===== config.mk =====
export PLATFORM = sky130hd
export DESIGN_NAME = swmv_ram
export DESIGN_NICKNAME = d
export VERILOG_FILES = /design/src/sv/swmv_ram.sv
export SDC_FILE = /design/constraint.sdc
export NUM_CORES = 2
export LEC_CHECK = 0
export ABC_AREA = 1
export BUFFER_PORTS_ARGS = -buffer_cell sky130_fd_sc_hd__buf_2
export CORE_ASPECT_RATIO = 0.5
export CORE_UTILIZATION = 23
export DETAILED_ROUTE_END_ITERATION = 6
export GPL_ROUTABILITY_DRIVEN = 0
export PLACE_DENSITY = 0.43
export SYNTH_ARGS = -nofsm -noshare
export SYNTH_HDL_FRONTEND = slang
export SYNTH_SLANG_ARGS = --single-unit

===== constraint.sdc =====
create_clock -name clk -period 1.9 [get_ports clk]
set_input_delay 0.095 -clock clk [delete_from_list [all_inputs] [get_ports clk]]
set_output_delay 0.095 -clock clk [all_outputs]
set_load 0.05 [all_outputs]

===== src/sv/swmv_ram.sv =====
`timescale 1ns / 1ps
module swmv_ram #(
  parameter int WIDTH = 16,
  parameter int DEPTH = 256
) (
  input  logic                     clk,
  input  logic                     we,
  input  logic [$clog2(DEPTH)-1:0] waddr,
  input  logic [WIDTH-1:0]         wdata,
  input  logic                     re,
  input  logic [$clog2(DEPTH)-1:0] raddr,
  output logic [WIDTH-1:0]         rdata
);

  logic [WIDTH-1:0] mem [DEPTH];

  always_ff @(posedge clk) begin
    if (we) begin
      mem[waddr] <= wdata;
    end
    if (re) begin
      rdata <= mem[raddr];
    end
  end

endmodule


==> reports/metrics.yaml <==
timing:
  slew_headroom_pct: 5.464
  slew_violations: 0
  fmax_mhz: 482.1
  tightest_slew_ns: 1.416
  tns_ns: -0.9636
  fin_crit_sh_pct: 109.2
  skew_ns: 0.08303
  setup_viol_count_final: 8
  fin_crit_ns: 2.074
  hold_viol: 0
  grt_setup_unrepaired: "yes"
  setup_slack_ns: -0.1741
worst_setup_path:
  max_stage_delay_ns: 0.71
  crit_arrival_ns: 1.98
  cp_max_fo: 1
  crit_type: "reg2out"
  crit_slowest_cell: "edfxtp_1"
  critical-path-top-delay-family: "flip-flops"
  path_cells: "buf_6"
  crit_buf_inv: 1
  startpoint_type: "flop"
  cp-end-kind: "output port"
  cp.required_ns: 1.80
floorplanning:
  fp.dieW_um: 1203
  core_um2: 718200
  row_count: 220
  initial_core_util_pct: 23.10
  ios: 51
  die_y_um: 602.5
  dieArea_um2: 724800
clocking:
  clock_latency_ns: 1.04
  cts-root-buf: "clkbuf_16"
  htreeDepth: 5
  cts_sinks: 4112
  clk_pin_slew_worst_paths_ns: 0.06
  cts_tree: "done"
  clockBufferDepth: 4
  numCtsBuffers: 432
route:
  dr.first_iter.drc_count: 12510
  vias_per_cell: 4.576
  ant_nets: 0
  routed_wl_um: 585400
  dr.pass1.iters: 6
  drc: 0
  detail_route.wl_per_cell_um: 24.08
  vias: 111200
placed_design:
  placed_cell_area_um2: 188800
  place_ws_ns: -1.438
  hpwl_um: 365700
  port_buffers: 50
synth:
  postSynthCellCount: 13620
  synth_fp_nets: 13650
  synth_cell_types: 14
  ys_seq_area_share_pct: 74.44
  yosys_warnings: 0
  synth.ff_latch_count: 4112
  netlist_area_um2: 165900
  syn_avg_cell_area_um2: 12.18
global_route:
  grt_pass1_wl_um: 825500
  grt_pass1_vias: 106200
  antenna_found_initial: 39
  grt_overflow: 0
  grt_start_max_net_pins: 83
  grt.total_usage_pct: 15.55
cells_and_area:
  drive_above_1_share_pct: 16.87
  layout_commonest_cell: "nand2_1"
  nNetsFinal: 14430
  final_area_um2: 206400
  area_delta_synth_final_pct: 24.44
  final_cell_mix: "nand2_1, edfxtp_1, nand3_1, buf_4, buf_12"
job:
  drv_cap: 0
pwr:
  power_mw: 199.1
  p_leak_nw: 70.95
  irDropWorstVdd_v: 0.0007982
  power_density_nw_per_um2: 964.7
outcome:
  violations: "negative setup slack"
  status: "complete, but fails checks"
min_path:
  worst_hold_path_type: "in2reg"
## final timing paths
kind	slack (ns)	start	to	cells after the start
worst max-delay path	-0.17	rdata[2]	rdata[2]	1
worst min-delay path	0.09	wdata[12]	mem[200][12]	2
worst min register to register	1.08	mem[84][12]	rdata[12]	10
worst max register to register	-0.11	mem[71][4]	rdata[4]	10
## cells in the mapped netlist
library cell,n,area (um^2)
buf_4,163,1224
buf_8,1,15.01
inv_2,2,7.510
nand3_1,4035,20190
buf_1,70,262.8
buf_2,495,2477
buf_6,53,596.8
clkbuf_1,154,578.1
inv_4,2,12.51
edfxtp_1,4112,123500
buf_12,1,20.02
nor2_1,283,1062
nand2_1,4211,15810
inv_1,35,131.4
## stage by stage
step | hold WS [ns] | std cells | util, %
final | 0.08702 | 24310 | 28.74
after global routing | 0.05149 | 24300 | 28.74
after CTS | 0.003842 | 24310 | 28.53
after detailed placement | 0.3874 | 23480 | 26.29
after global placement | 0.3874 | 23480 | 26.29
after floorplan | 0.1939 | 13620 | -
## cell type report
type / count / area, um^2
tap: 9546 / 11940
inverter: 39 / 198.9
sequential: 4112 / 123500
timing repair buffer: 1284 / 16420
clock buffer: 503 / 11140
fill: 72940 / 511800
antenna: 7 / 17.52
multi-input combinational: 8529 / 40760
clock inverter: 288 / 2451
## per-layer routing
| layer | share of wire, % | GRT usage [%] | up-vias |
|---|---|---|---|
| met5 | 0.0022 | 0 | - |
| met4 | 2.9 | 4.092 | 2 |
| met3 | 5.8 | 1.820 | 713 |
| met2 | 46 | 24.70 | 3545 |
| met1 | 46 | 22.46 | 56640 |
| li1 | - | - | 50330 |
## logic make-up after synthesis
logic type	count (synthesis)	share of synthesized area (%)
buffers and inverters	976	3.210
flip-flops	4112	74.44
AND/OR/NAND/NOR	8529	22.35
## report_power, final
part | switching, mW | total [mW] | leakage (nW) | internal [mW]
Combinational | 11.0 | 15.5 | 27.3 | 4.57
Sequential | 0.138 | 100 | 37.0 | 100
Clock | 36.7 | 83.4 | 6.66 | 46.7
Total | 47.8 | 199 | 70.9 | 151
## flip-flops by register name, summed over array words and instances, names as in the netlist
| signal | cells |
|---|---|
| mem | 4096 |
| rdata | 16 |
## timing repair
item,CTS,global route
setup endpoints to repair,31,656
hold endpoints to repair,4716,0
buffers inserted,0,0
hold buffers,40,0
pin swaps,46,80
resized for setup,422,309
No activity file was read; power rests on OpenSTA's default activity.
