## src/sv/swmv_pkg.sv

```systemverilog
`timescale 1ns / 1ps
package swmv_pkg;

  localparam int MAX_WINDOW  = 256;
  localparam int SAMPLE_BITS = 16;
  localparam int FRAC_BITS   = 8;

  localparam int WIN_LOG      = $clog2(MAX_WINDOW);
  localparam int SLOT_BITS    = WIN_LOG;
  localparam int LEN_BITS     = 9;
  localparam int CNT_BITS     = $clog2(MAX_WINDOW + 1);
  localparam int SUM_BITS     = SAMPLE_BITS + WIN_LOG + 1;
  localparam int MAG_BITS     = SAMPLE_BITS + WIN_LOG;
  localparam int SQ1_BITS     = 2 * SAMPLE_BITS - 1;
  localparam int SQSUM_BITS   = SQ1_BITS + WIN_LOG;
  localparam int MEAN_BITS    = 24;
  localparam int MSQ_BITS     = 39;
  localparam int PROD_BITS    = SQSUM_BITS + WIN_LOG;
  localparam int DIV_BITS     = PROD_BITS + FRAC_BITS;
  localparam int DIVISOR_BITS = 2 * WIN_LOG + 1;
  localparam int STEP_BITS    = $clog2(DIV_BITS + 1);
  localparam int MEAN_DIV_BITS = MAG_BITS + FRAC_BITS;
  localparam int MSQ_DIV_BITS  = SQSUM_BITS + FRAC_BITS;

  localparam logic [LEN_BITS-1:0] WINDOW_LENGTH_RESET = LEN_BITS'(16);

  typedef enum logic [2:0] {
    ST_IDLE,
    ST_READ,
    ST_UPDATE,
    ST_MULT,
    ST_DIV_MEAN,
    ST_DIV_MSQ,
    ST_DIV_VAR,
    ST_FINISH
  } state_t;

  typedef struct packed {
    logic                    start;
    logic [STEP_BITS-1:0]    steps;
    logic [DIV_BITS-1:0]     dividend;
    logic [DIVISOR_BITS-1:0] divisor;
  } div_req_t;

  typedef struct packed {
    logic                done;
    logic [DIV_BITS-1:0] quotient;
  } div_rsp_t;

endpackage

```

## src/sv/swmv_div.sv

```systemverilog
`timescale 1ns / 1ps
module swmv_div (
  input  logic               clk,
  input  logic               rst,
  input  swmv_pkg::div_req_t req,
  output swmv_pkg::div_rsp_t rsp
);
  import swmv_pkg::*;

  // Restoring division, one quotient bit per cycle. The dividend arrives
  // left aligned; after "steps" shifts the quotient fills the low bits.
  logic [DIV_BITS-1:0]     dq;
  logic [DIVISOR_BITS-1:0] rem;
  logic [DIVISOR_BITS-1:0] divisor;
  logic [STEP_BITS-1:0]    cnt;
  logic                    busy;
  logic                    done;

  logic [DIVISOR_BITS:0]   trial;
  logic [DIVISOR_BITS:0]   diff;
  logic                    take;

  always_comb begin
    trial = {rem, dq[DIV_BITS-1]};
    diff  = trial - {1'b0, divisor};
    take  = trial >= {1'b0, divisor};
  end

  always_ff @(posedge clk) begin
    if (rst) begin
      busy <= 1'b0;
      done <= 1'b0;
      cnt  <= '0;
    end else if (req.start) begin
      busy <= 1'b1;
      done <= 1'b0;
      cnt  <= req.steps;
    end else if (busy) begin
      cnt <= cnt - 1'b1;
      if (cnt == STEP_BITS'(1)) begin
        busy <= 1'b0;
        done <= 1'b1;
      end
    end else begin
      done <= 1'b0;
    end
  end

  always_ff @(posedge clk) begin
    if (req.start) begin
      dq      <= req.dividend;
      rem     <= '0;
      divisor <= req.divisor;
    end else if (busy) begin
      dq  <= {dq[DIV_BITS-2:0], take};
      rem <= take ? diff[DIVISOR_BITS-1:0] : trial[DIVISOR_BITS-1:0];
    end
  end

  assign rsp.done     = done;
  assign rsp.quotient = dq;

endmodule

```

## config.mk

```make
export PLATFORM = sky130hd
export DESIGN_NAME = swmv_div
export DESIGN_NICKNAME = d
export VERILOG_FILES = /design/src/sv/swmv_pkg.sv /design/src/sv/swmv_div.sv
export SDC_FILE = /design/constraint.sdc
export NUM_CORES = 1
export LEC_CHECK = 0
export BUFFER_PORTS_ARGS = -buffer_cell sky130_fd_sc_hd__buf_2
export CAP_MARGIN = 0
export CORE_AREA = 2 2 162 101
export CTS_CLUSTER_DIAMETER = 50
export CTS_CLUSTER_SIZE = 8
export DETAILED_ROUTE_END_ITERATION = 10
export DIE_AREA = 0 0 164 103
export GPL_TIMING_DRIVEN = 0
export SLEW_MARGIN = 20
export SYNTH_ARGS = -nofsm -noshare
export SYNTH_HDL_FRONTEND = slang
export SYNTH_SLANG_ARGS = --single-unit
export TNS_END_PERCENT = 10
```

## constraint.sdc

```tcl
create_clock -name clk -period 4.54 [get_ports clk]
set_input_delay 0.681 -clock clk [delete_from_list [all_inputs] [get_ports clk]]
set_output_delay 0.681 -clock clk [all_outputs]
set_load 0.05 [all_outputs]
```

==> results of run 1 <==
flip-flops by register name (all words and copies together) (netlist names):
register  cells
busy          1
dq           55
rem          17
divisor      17
cnt           6
done          1
cell families (layout without fill, tap and decap cells):
| logic type | Yosys count | after routing | share of synthesized area, % |
|---|---|---|---|
| and+or+nand+nor | 91 | 91 | 8.42 |
| xor gates and xnor gates | 16 | 16 | 2.81 |
| AOI/OAI and AO/OA | 91 | 91 | 13.7 |
| muxes | 55 | 55 | 12.4 |
| DFF | 97 | 97 | 53.5 |
| buffers and inverters | 45 | 196 | 3.92 |
| adders and majority gates | 20 | 20 | 5.18 |
through the flow:
stage | util [%] | hold WS [ns] | cells
final | 39.7 | 0.465 | 775
after global routing | 39.7 | 0.487 | 775
after CTS | 39.7 | 0.467 | 775
after detailed placement | 37.9 | 0.457 | 759
after global placement | 37.8 | 0.454 | 759
after floorplan | - | 0.433 | 415
power groups by stage:
stage	Combinational (W)	Sequential, W	Clock [W]
2_1_floorplan	0.000335	0.00130	0
3_3_place_gp	0.000685	0.00112	0
3_5_place_dp	0.000697	0.00113	0
4_1_cts	0.000699	0.00111	0.000752
5_1_grt	0.000753	0.00112	0.000785
6_report	0.000701	0.00111	0.000736
synthesized netlist by cell type, types with 2 or more instances:
library cell	instances
buf_2	3
a21o_1	7
and3_1	3
clkbuf_1	14
buf_6	2
nand4_1	2
xnor2_1	12
a311oi_2	10
nand2_1	29
o21ai_1	5
a211oi_1	6
edfxtp_1	72
nand2b_1	6
dfxtp_1	25
nor3_1	5
o22ai_1	3
mux2_2	55
a21oi_1	24
nor2_1	35
ha_1	19
a31oi_1	3
buf_4	2
o21a_1	4
inv_1	22
a311oi_1	2
nand3_1	2
a31o_1	2
o21ai_0	12
xor2_1	4
critical path, delay by kind of cell, from the launching register on:
kind | cells | cell delay [ns]
multiplexers | 1 | 0.27
AO/OA/AOI/OAI | 4 | 1.04
flip-flops | 1 | 0.45
buffers and inverters | 3 | 0.36
adder cells (fa/ha/maj) | 2 | 0.55
cell type report:
| class | instances | area (um2) |
|---|---|---|
| buffer | 22 | 109 |
| clock buffer | 9 | 225 |
| clock inverter | 7 | 58.8 |
| fill | 1529 | 9430 |
| inverter | 23 | 86.3 |
| multi-input combinational | 273 | 2120 |
| sequential | 97 | 2660 |
| tap | 209 | 262 |
| timing repair buffer | 135 | 676 |
metal layers:
layer | wire [um] | vias up
li1 | - | 1828
met1 | 6390 | 1797
met2 | 5510 | 122
met3 | 713 | 2
met4 | 19 | 0
met5 | 0 | -
worst max-delay path by stage:
stage,cells past startpoint,start,slack (ns),to
floorplan,10,dq[54]$_DFFE_PP_,1.73,dq[0]$_DFFE_PP_
global placement,4,req[78],1.13,dq[8]$_DFFE_PP_
detailed placement,4,req[78],1.47,dq[9]$_DFFE_PP_
CTS,10,dq[54]$_DFFE_PP_,1.66,dq[0]$_DFFE_PP_
global route,10,dq[54]$_DFFE_PP_,1.50,dq[0]$_DFFE_PP_
finish,10,dq[54]$_DFFE_PP_,1.62,dq[0]$_DFFE_PP_
==> metrics.md, run 1 <==
| Metric | Value |
|---|---|
| Crit-path max cell delay | 0.45 ns |
| Drt wl/cell | 16.3 um |
| GRT Max-Usage Layer | met1 |
| Worst R2R Start | dq[54]$_DFFE_PP_ |
| Die W | 164 um |
| Placed Area | 0.00592 mm2 |
| CTS clk-pin slew, worst paths | 0.07 ns |
| Status | finished, final reports clean |
| Fin Setup TNS | 0 ns |
| Internal cell power | 0.00168 W |
| CTS tree | built |
| Routing usage on met2 | 20.3% |
| Io pins | 137 |
| Final min period | 2.92 ns |
| Row cnt | 36 |
| Top cell type's share of synthesized area | 43.4% |
| Crit Path Category | flip-flop to flip-flop |
| NetSw | 0.000867 W |
| Synthesized cell area | 0.00498 mm2 |
| Core Area | 0.0156 mm2 |
| Hold path cells | 2 |
| Post-cts hold buffer count | 0 |
| Max FO, Critical Path | 10 |
| Tcrit/Tclk final | 64.4% |
| Critical path arrival | 3.02 ns |
| Power Total | 0.00254 W |
| Final Wtd Congestion | 0.894 |
| EDFF count, synth | 72 |
| Async S/R FF share, synth | 0% |
| Vias | 3749 |
| Placement Setup Slack | 1.47 ns |
| Clock Latency Late Sink | 0.35 ns |
| Area Overhead vs Synth | 24.6% |
| # nets final | 662 |
| Setup slack, reg-to-reg | 1.62 ns |
| First-pass GRT wire length | 19.0 mm |
| Post-DP HPWL | 9.60 mm |
| I/O Buffers | 135 |
| Synth Area per Inst | 12.0 um2 |
| H-tree depth | 3 |
| Post-route worst setup slack | 1.62 ns |
| DRC Markers | 0 |
| Clk sinks | 97 |
| Max stage delay cell, worst path | edfxtp_1 |
| Combinational share of power | 27.6% |
| Syn. warnings | 0 |
| Final Instance Area | 0.00620 mm2 |
| Power Density | 410 mW/mm2 |
| Hold path endpoint | done$_SDFFE_PP0P_ |
| Setup Viol. Count Final | 0 |
| Hold violation count in the final report | 0 |
| Area contributors post-synth | edfxtp_1 (43%), mux2_2 (12%), dfxtp_1 (10%), ha_1 (4.8%), a311oi_2 (3.0%) |
| Post-cts resize count | 0 |
| Diode count | 0 |
| Mapped Nets | 516 |
| Post-synthesis register bit count | 97 |
| DIE AREA | 0.0169 mm2 |
| Largest net degree at the start of global routing | 56 |
| CTS root buf | clkbuf_16 |
| Met1 Use GR | 22.6% |
| Synth Instances | 415 |
| Clk_skew | 0.0106 ns |
| GRT Resource Usage Total | 14.5% |
| Grt ovf | 0 |
| Met3 Track Usage GR | 3.18% |
| Max Root-Sink Buffers | 2 |
| Peak supply drop | 0.000188 V |
| Commonest non-fill, non-tap cell in the layout | buf_2 |
| Synth Flop Type | edfxtp_1 |
| Most frequent CP cell | inv_1 |
| Seq pwr share | 43.5% |
| Layout cells sized above 1 | 40.8% |
| Die Y | 103 um |
| Endpoint class of the critical path | flip-flop |
| Required time of the worst setup path | 4.63 ns |
| Least-Margin Pin Slew | 0.782 ns |
| Sw frac | 34.1% |
| Slew headroom | 47.9% |
| Static leakage | 2.54 nW |
| RSZ-0062 raised after global routing | false |
| F_max | 0.342 GHz |
| Iteration-0 DRC Markers | 208 |
| Initial core utilization | 31.9% |
| Routed Antenna Nets | 0 |
| Area leader, netlist | edfxtp_1 |
| TritonCTS buffer count | 9 |
| Reg2reg end | dq[0]$_DFFE_PP_ |
| CP startpoint kind | flip-flop |
| Max Cap Violations | 0 |
| Worst r2r path cells | 10 |
| Initial antenna violation count | 0 |
| Vias in the first global route | 3598 |
| Commonest cells after routing, fill and taps aside | buf_2 (138), edfxtp_1 (72), mux2_2 (55) |
| Vias per inst | 4.84 |
| Synth unique cells | 54 |
| Min-delay src | done$_SDFFE_PP0P_ |
| Hold crit path type | flip-flop to flip-flop |
| Post-synthesis sequential area ratio | 53.5% |
| WL final | 12.6 mm |
| Drt pass-1 iters | 4 |
| Clock power frac | 28.9% |
| Fin. max-slew vios | 0 |
| Post CTS Setup Buffer Count | 0 |
| Crit-path cells | inv_1 -> ha_1 -> inv_1 -> fa_1 -> a21o_1 -> a311oi_2 -> o21ba_2 -> o21ai_4 -> buf_4 -> mux2_2 |
Note: power is estimated with default switching activity, not from simulation.
==> run 2: changes to the inputs <==
--- a/config.mk
+++ b/config.mk
@@ -5,13 +5,14 @@
 export SDC_FILE = /design/constraint.sdc
 export NUM_CORES = 1
 export LEC_CHECK = 0
+export ABC_AREA = 1
 export BUFFER_PORTS_ARGS = -buffer_cell sky130_fd_sc_hd__buf_2
 export CAP_MARGIN = 0
-export CORE_AREA = 2 2 162 101
+export CORE_AREA = 2 2 166 103
 export CTS_CLUSTER_DIAMETER = 50
 export CTS_CLUSTER_SIZE = 8
 export DETAILED_ROUTE_END_ITERATION = 10
-export DIE_AREA = 0 0 164 103
+export DIE_AREA = 0 0 168 105
 export GPL_TIMING_DRIVEN = 0
 export SLEW_MARGIN = 20
 export SYNTH_ARGS = -nofsm -noshare
==> constraint.sdc (replaced) <==
create_clock -name clk -period 2.6 [get_ports clk]
set_input_delay 0.39 -clock clk [delete_from_list [all_inputs] [get_ports clk]]
set_output_delay 0.39 -clock clk [all_outputs]
set_load 0.05 [all_outputs]
==> run 2 against run 1 <==
Effect of this change:
- synthesized area grew 4.8%
- hold slack lost 0.25 ns
- non-clock buffer count grew 1
- synthesized cell count grew 58%
- maximum frequency grew 34%
- register-to-register slack lost 1.2 ns
- global-route usage grew 1.0 points
- clock-buffer cell count is the same
- clock skew is essentially flat
==> metrics.md, run 2 <==
| Metric | Value |
|---|---|
| Status | finished, final reports clean |
| Crit-path cells | inv_1 -> ha_1 -> inv_1 -> fa_1 -> nand3_1 -> nand3_2 -> nand2_2 -> buf_6 -> buf_6 -> a31oi_1 |
| # nets final | 904 |
| Top cell type's share of synthesized area | 41.4% |
| Hold violation count in the final report | 0 |
| Crit-path max cell delay | 0.42 ns |
| Max Cap Violations | 0 |
| Power Density | 635 mW/mm2 |
| CTS clk-pin slew, worst paths | 0.08 ns |
| Drt wl/cell | 13.3 um |
| Commonest cells in the netlist | nand2_1 (309), inv_1 (81), edfxtp_1 (72) |
| Synth Instances | 656 |
| Async S/R FF share, synth | 0% |
| Max FO, Critical Path | 10 |
| Die Y | 105 um |
| Biggest regs | dq (55), divisor (17), rem (17) |
| CP Buf/Inv Count | 4 |
| EDFF count, synth | 72 |
| Critical path arrival | 2.25 ns |
| Worst hold margin | 0.210 ns |
| RSZ-0062 raised after global routing | false |
| Placement Setup Slack | 0.0769 ns |
| Max Root-Sink Buffers | 2 |
| Area leader, netlist | edfxtp_1 |
| Drt pass-1 iters | 5 |
| Commonest non-fill, non-tap cell in the layout | nand2_1 |
| Reg2reg end | dq[0]$_DFFE_PP_ |
| Vias in the first global route | 4059 |
| Grt ovf | 0 |
| CP startpoint kind | flip-flop |
| DR WL met2 | 4.91 mm |
| Area contributors post-synth | edfxtp_1 (41%), nand2_1 (22%), dfxtp_1 (9.6%), inv_1 (5.8%), ha_1 (4.6%) |
| I/O Buffers | 136 |
| Clock Latency Late Sink | 0.35 ns |
| Setup Viol. Count Final | 0 |
| Fin. max-slew vios | 0 |
| Post-synthesis register bit count | 97 |
| Clk_skew | 0.0104 ns |
| Post CTS Setup Buffer Count | 0 |
| Setup slack, reg-to-reg | 0.43 ns |
| First-pass GRT wire length | 21.7 mm |
| TritonCTS buffer count | 9 |
| Seq pwr share | 45.6% |
| Synth Flop Type | edfxtp_1 |
| Iteration-0 DRC Markers | 355 |
| Commonest cells after routing, fill and taps aside | nand2_1 (309), buf_2 (137), inv_1 (81) |
| Internal cell power | 0.00280 W |
| Synth unique cells | 30 |
| Worst r2r path cells | 10 |
| WP depth | 10 |
| Largest Register | dq |
| Clock power frac | 34.4% |
| GRT Resource Usage Total | 15.5% |
| Post-route worst setup slack | 0.426 ns |
| Core Area | 0.0160 mm2 |
| Static leakage | 3.35 nW |
| Syn. warnings | 0 |
| Post-synthesis sequential area ratio | 51.0% |
| Largest net degree at the start of global routing | 64 |
| Combinational share of power | 20.0% |
| NetSw | 0.00132 W |
| Clk sinks | 97 |
| Least-Margin Pin Slew | 0.784 ns |
| Mapped Nets | 757 |
| Routed length on met3 | 1.02 mm |
| CTS root buf | clkbuf_16 |
| Final Wtd Congestion | 0.879 |
| Top Family by Delay on Critical Path | adder cells |
| Diode count | 0 |
| Max reg flops | 55 |
| Fin Setup TNS | 0 ns |
| Wire length on met1 | 7.53 mm |
| Layout cells sized above 1 | 20.5% |
| Slew headroom | 47.7% |
| H-tree depth | 3 |
| Area Overhead vs Synth | 24.1% |
| Crit Path Category | flip-flop to flip-flop |
| Required time of the worst setup path | 2.68 ns |
| CTS tree | built |
| Die W | 168 um |
| DRC Markers | 0 |
| Most frequent cell after synthesis | nand2_1 |
| Highest metal used | met5 |
| F_max | 0.460 GHz |
| Synthesized cell area | 0.00522 mm2 |
| Tcrit/Tclk final | 83.6% |
| Sw frac | 32.0% |
| Max stage delay cell, worst path | fa_1 |
| Vias | 4562 |
| Initial core utilization | 32.6% |
| Hold crit path type | input port to flip-flop |
| WL final | 13.5 mm |
| Worst R2R Start | dq[54]$_DFFE_PP_ |
| Endpoint class of the critical path | flip-flop |
| Routed Antenna Nets | 0 |
| Crit path to | dq[0]$_DFFE_PP_ |
| Synth Area per Inst | 7.96 um2 |
| Fill cells | 1670 |
| CP startpoint | dq[54]$_DFFE_PP_ |
| Final min period | 2.17 ns |
| Post-cts resize count | 0 |
| Peak supply drop | 0.000307 V |
| DIE AREA | 0.0176 mm2 |
| Post-cts hold buffer count | 0 |
| Post-DP HPWL | 10.2 mm |
| Initial antenna violation count | 1 |
| Row cnt | 36 |
| Vias per inst | 4.49 |
| Io pins | 137 |
-- run 2: cell count changes after synthesis, moves of 5 or more --
cell and delta:
a21oi_1 -13, a211oi_1 -5, nand3b_1 +11, nand3_1 +38, nand2_1 +280, o21ai_1 -5, mux2_2 -55, nor2_1 -16
a21o_1 -7, inv_1 +59, a311oi_2 -10, nand2b_1 -6
-- run 2: routing by layer --
metal,up-vias,GRT usage (%)
li1,2372,-
met2,150,20.0
met3,10,4.05
met4,2,2.24
met1,2028,25.4
met5,-,0
-- run 2: cells by family after synthesis --
kind of cell	after synthesis	share of synthesized area, %
adder cells (fa/ha/maj)	20	4.94
buffers and inverters	104	8.30
AND/OR/NAND/NOR	393	30.7
XOR/XNOR	10	1.68
AO/OA/AOI/OAI	32	3.36
flip-flops	97	51.0
-- run 2: cell type report --
cell class / count / area [um2] / area share [%]
Buffer: 22 / 125 / 1.93
Inverter: 82 / 310 / 4.79
Clock buffer: 9 / 225 / 3.48
Timing Repair Buffer: 136 / 681 / 10.5
Clock inverter: 7 / 86.3 / 1.33
Sequential cell: 97 / 2660 / 41.1
Multi-Input combinational cell: 455 / 2120 / 32.8
Tap cell: 209 / 262 / 4.04
-- run 2: metrics by stage --
step	power [W]	cell area (um2)	utilization, %	std cells
final	0.00411	6470	40.5	1017
after global routing	0.00428	6470	40.5	1017
after CTS	0.00415	6470	40.5	1017
after detailed placement	0.00274	6160	38.5	1001
after global placement	0.00273	6160	38.5	1001
after floorplan	0.00249	5220	-	656
-- run 2: power by group through the flow --
stage | clock network [W] | logic (W) | registers, W
finish | 0.00141 | 0.000824 | 0.00187
global route | 0.00149 | 0.000897 | 0.00189
CTS | 0.00144 | 0.000830 | 0.00187
detailed placement | 0 | 0.000828 | 0.00191
global placement | 0 | 0.000825 | 0.00191
floorplan | 0 | 0.000267 | 0.00222
-- run 2: worst min path at each step --
stage                                    from                    to  slack, ns  cells after the start
after detailed placement    done$_SDFFE_PP0P_     done$_SDFFE_PP0P_       0.46                      2
after floorplan             done$_SDFFE_PP0P_     done$_SDFFE_PP0P_       0.43                      2
after global placement    rem[9]$_SDFFE_PP0P_   rem[9]$_SDFFE_PP0P_       0.46                      2
final                                  req[8]  divisor[8]$_DFFE_PP_       0.21                      1
after global routing                   req[0]  divisor[0]$_DFFE_PP_       0.21                      1
after CTS                              req[8]  divisor[8]$_DFFE_PP_       0.20                      1
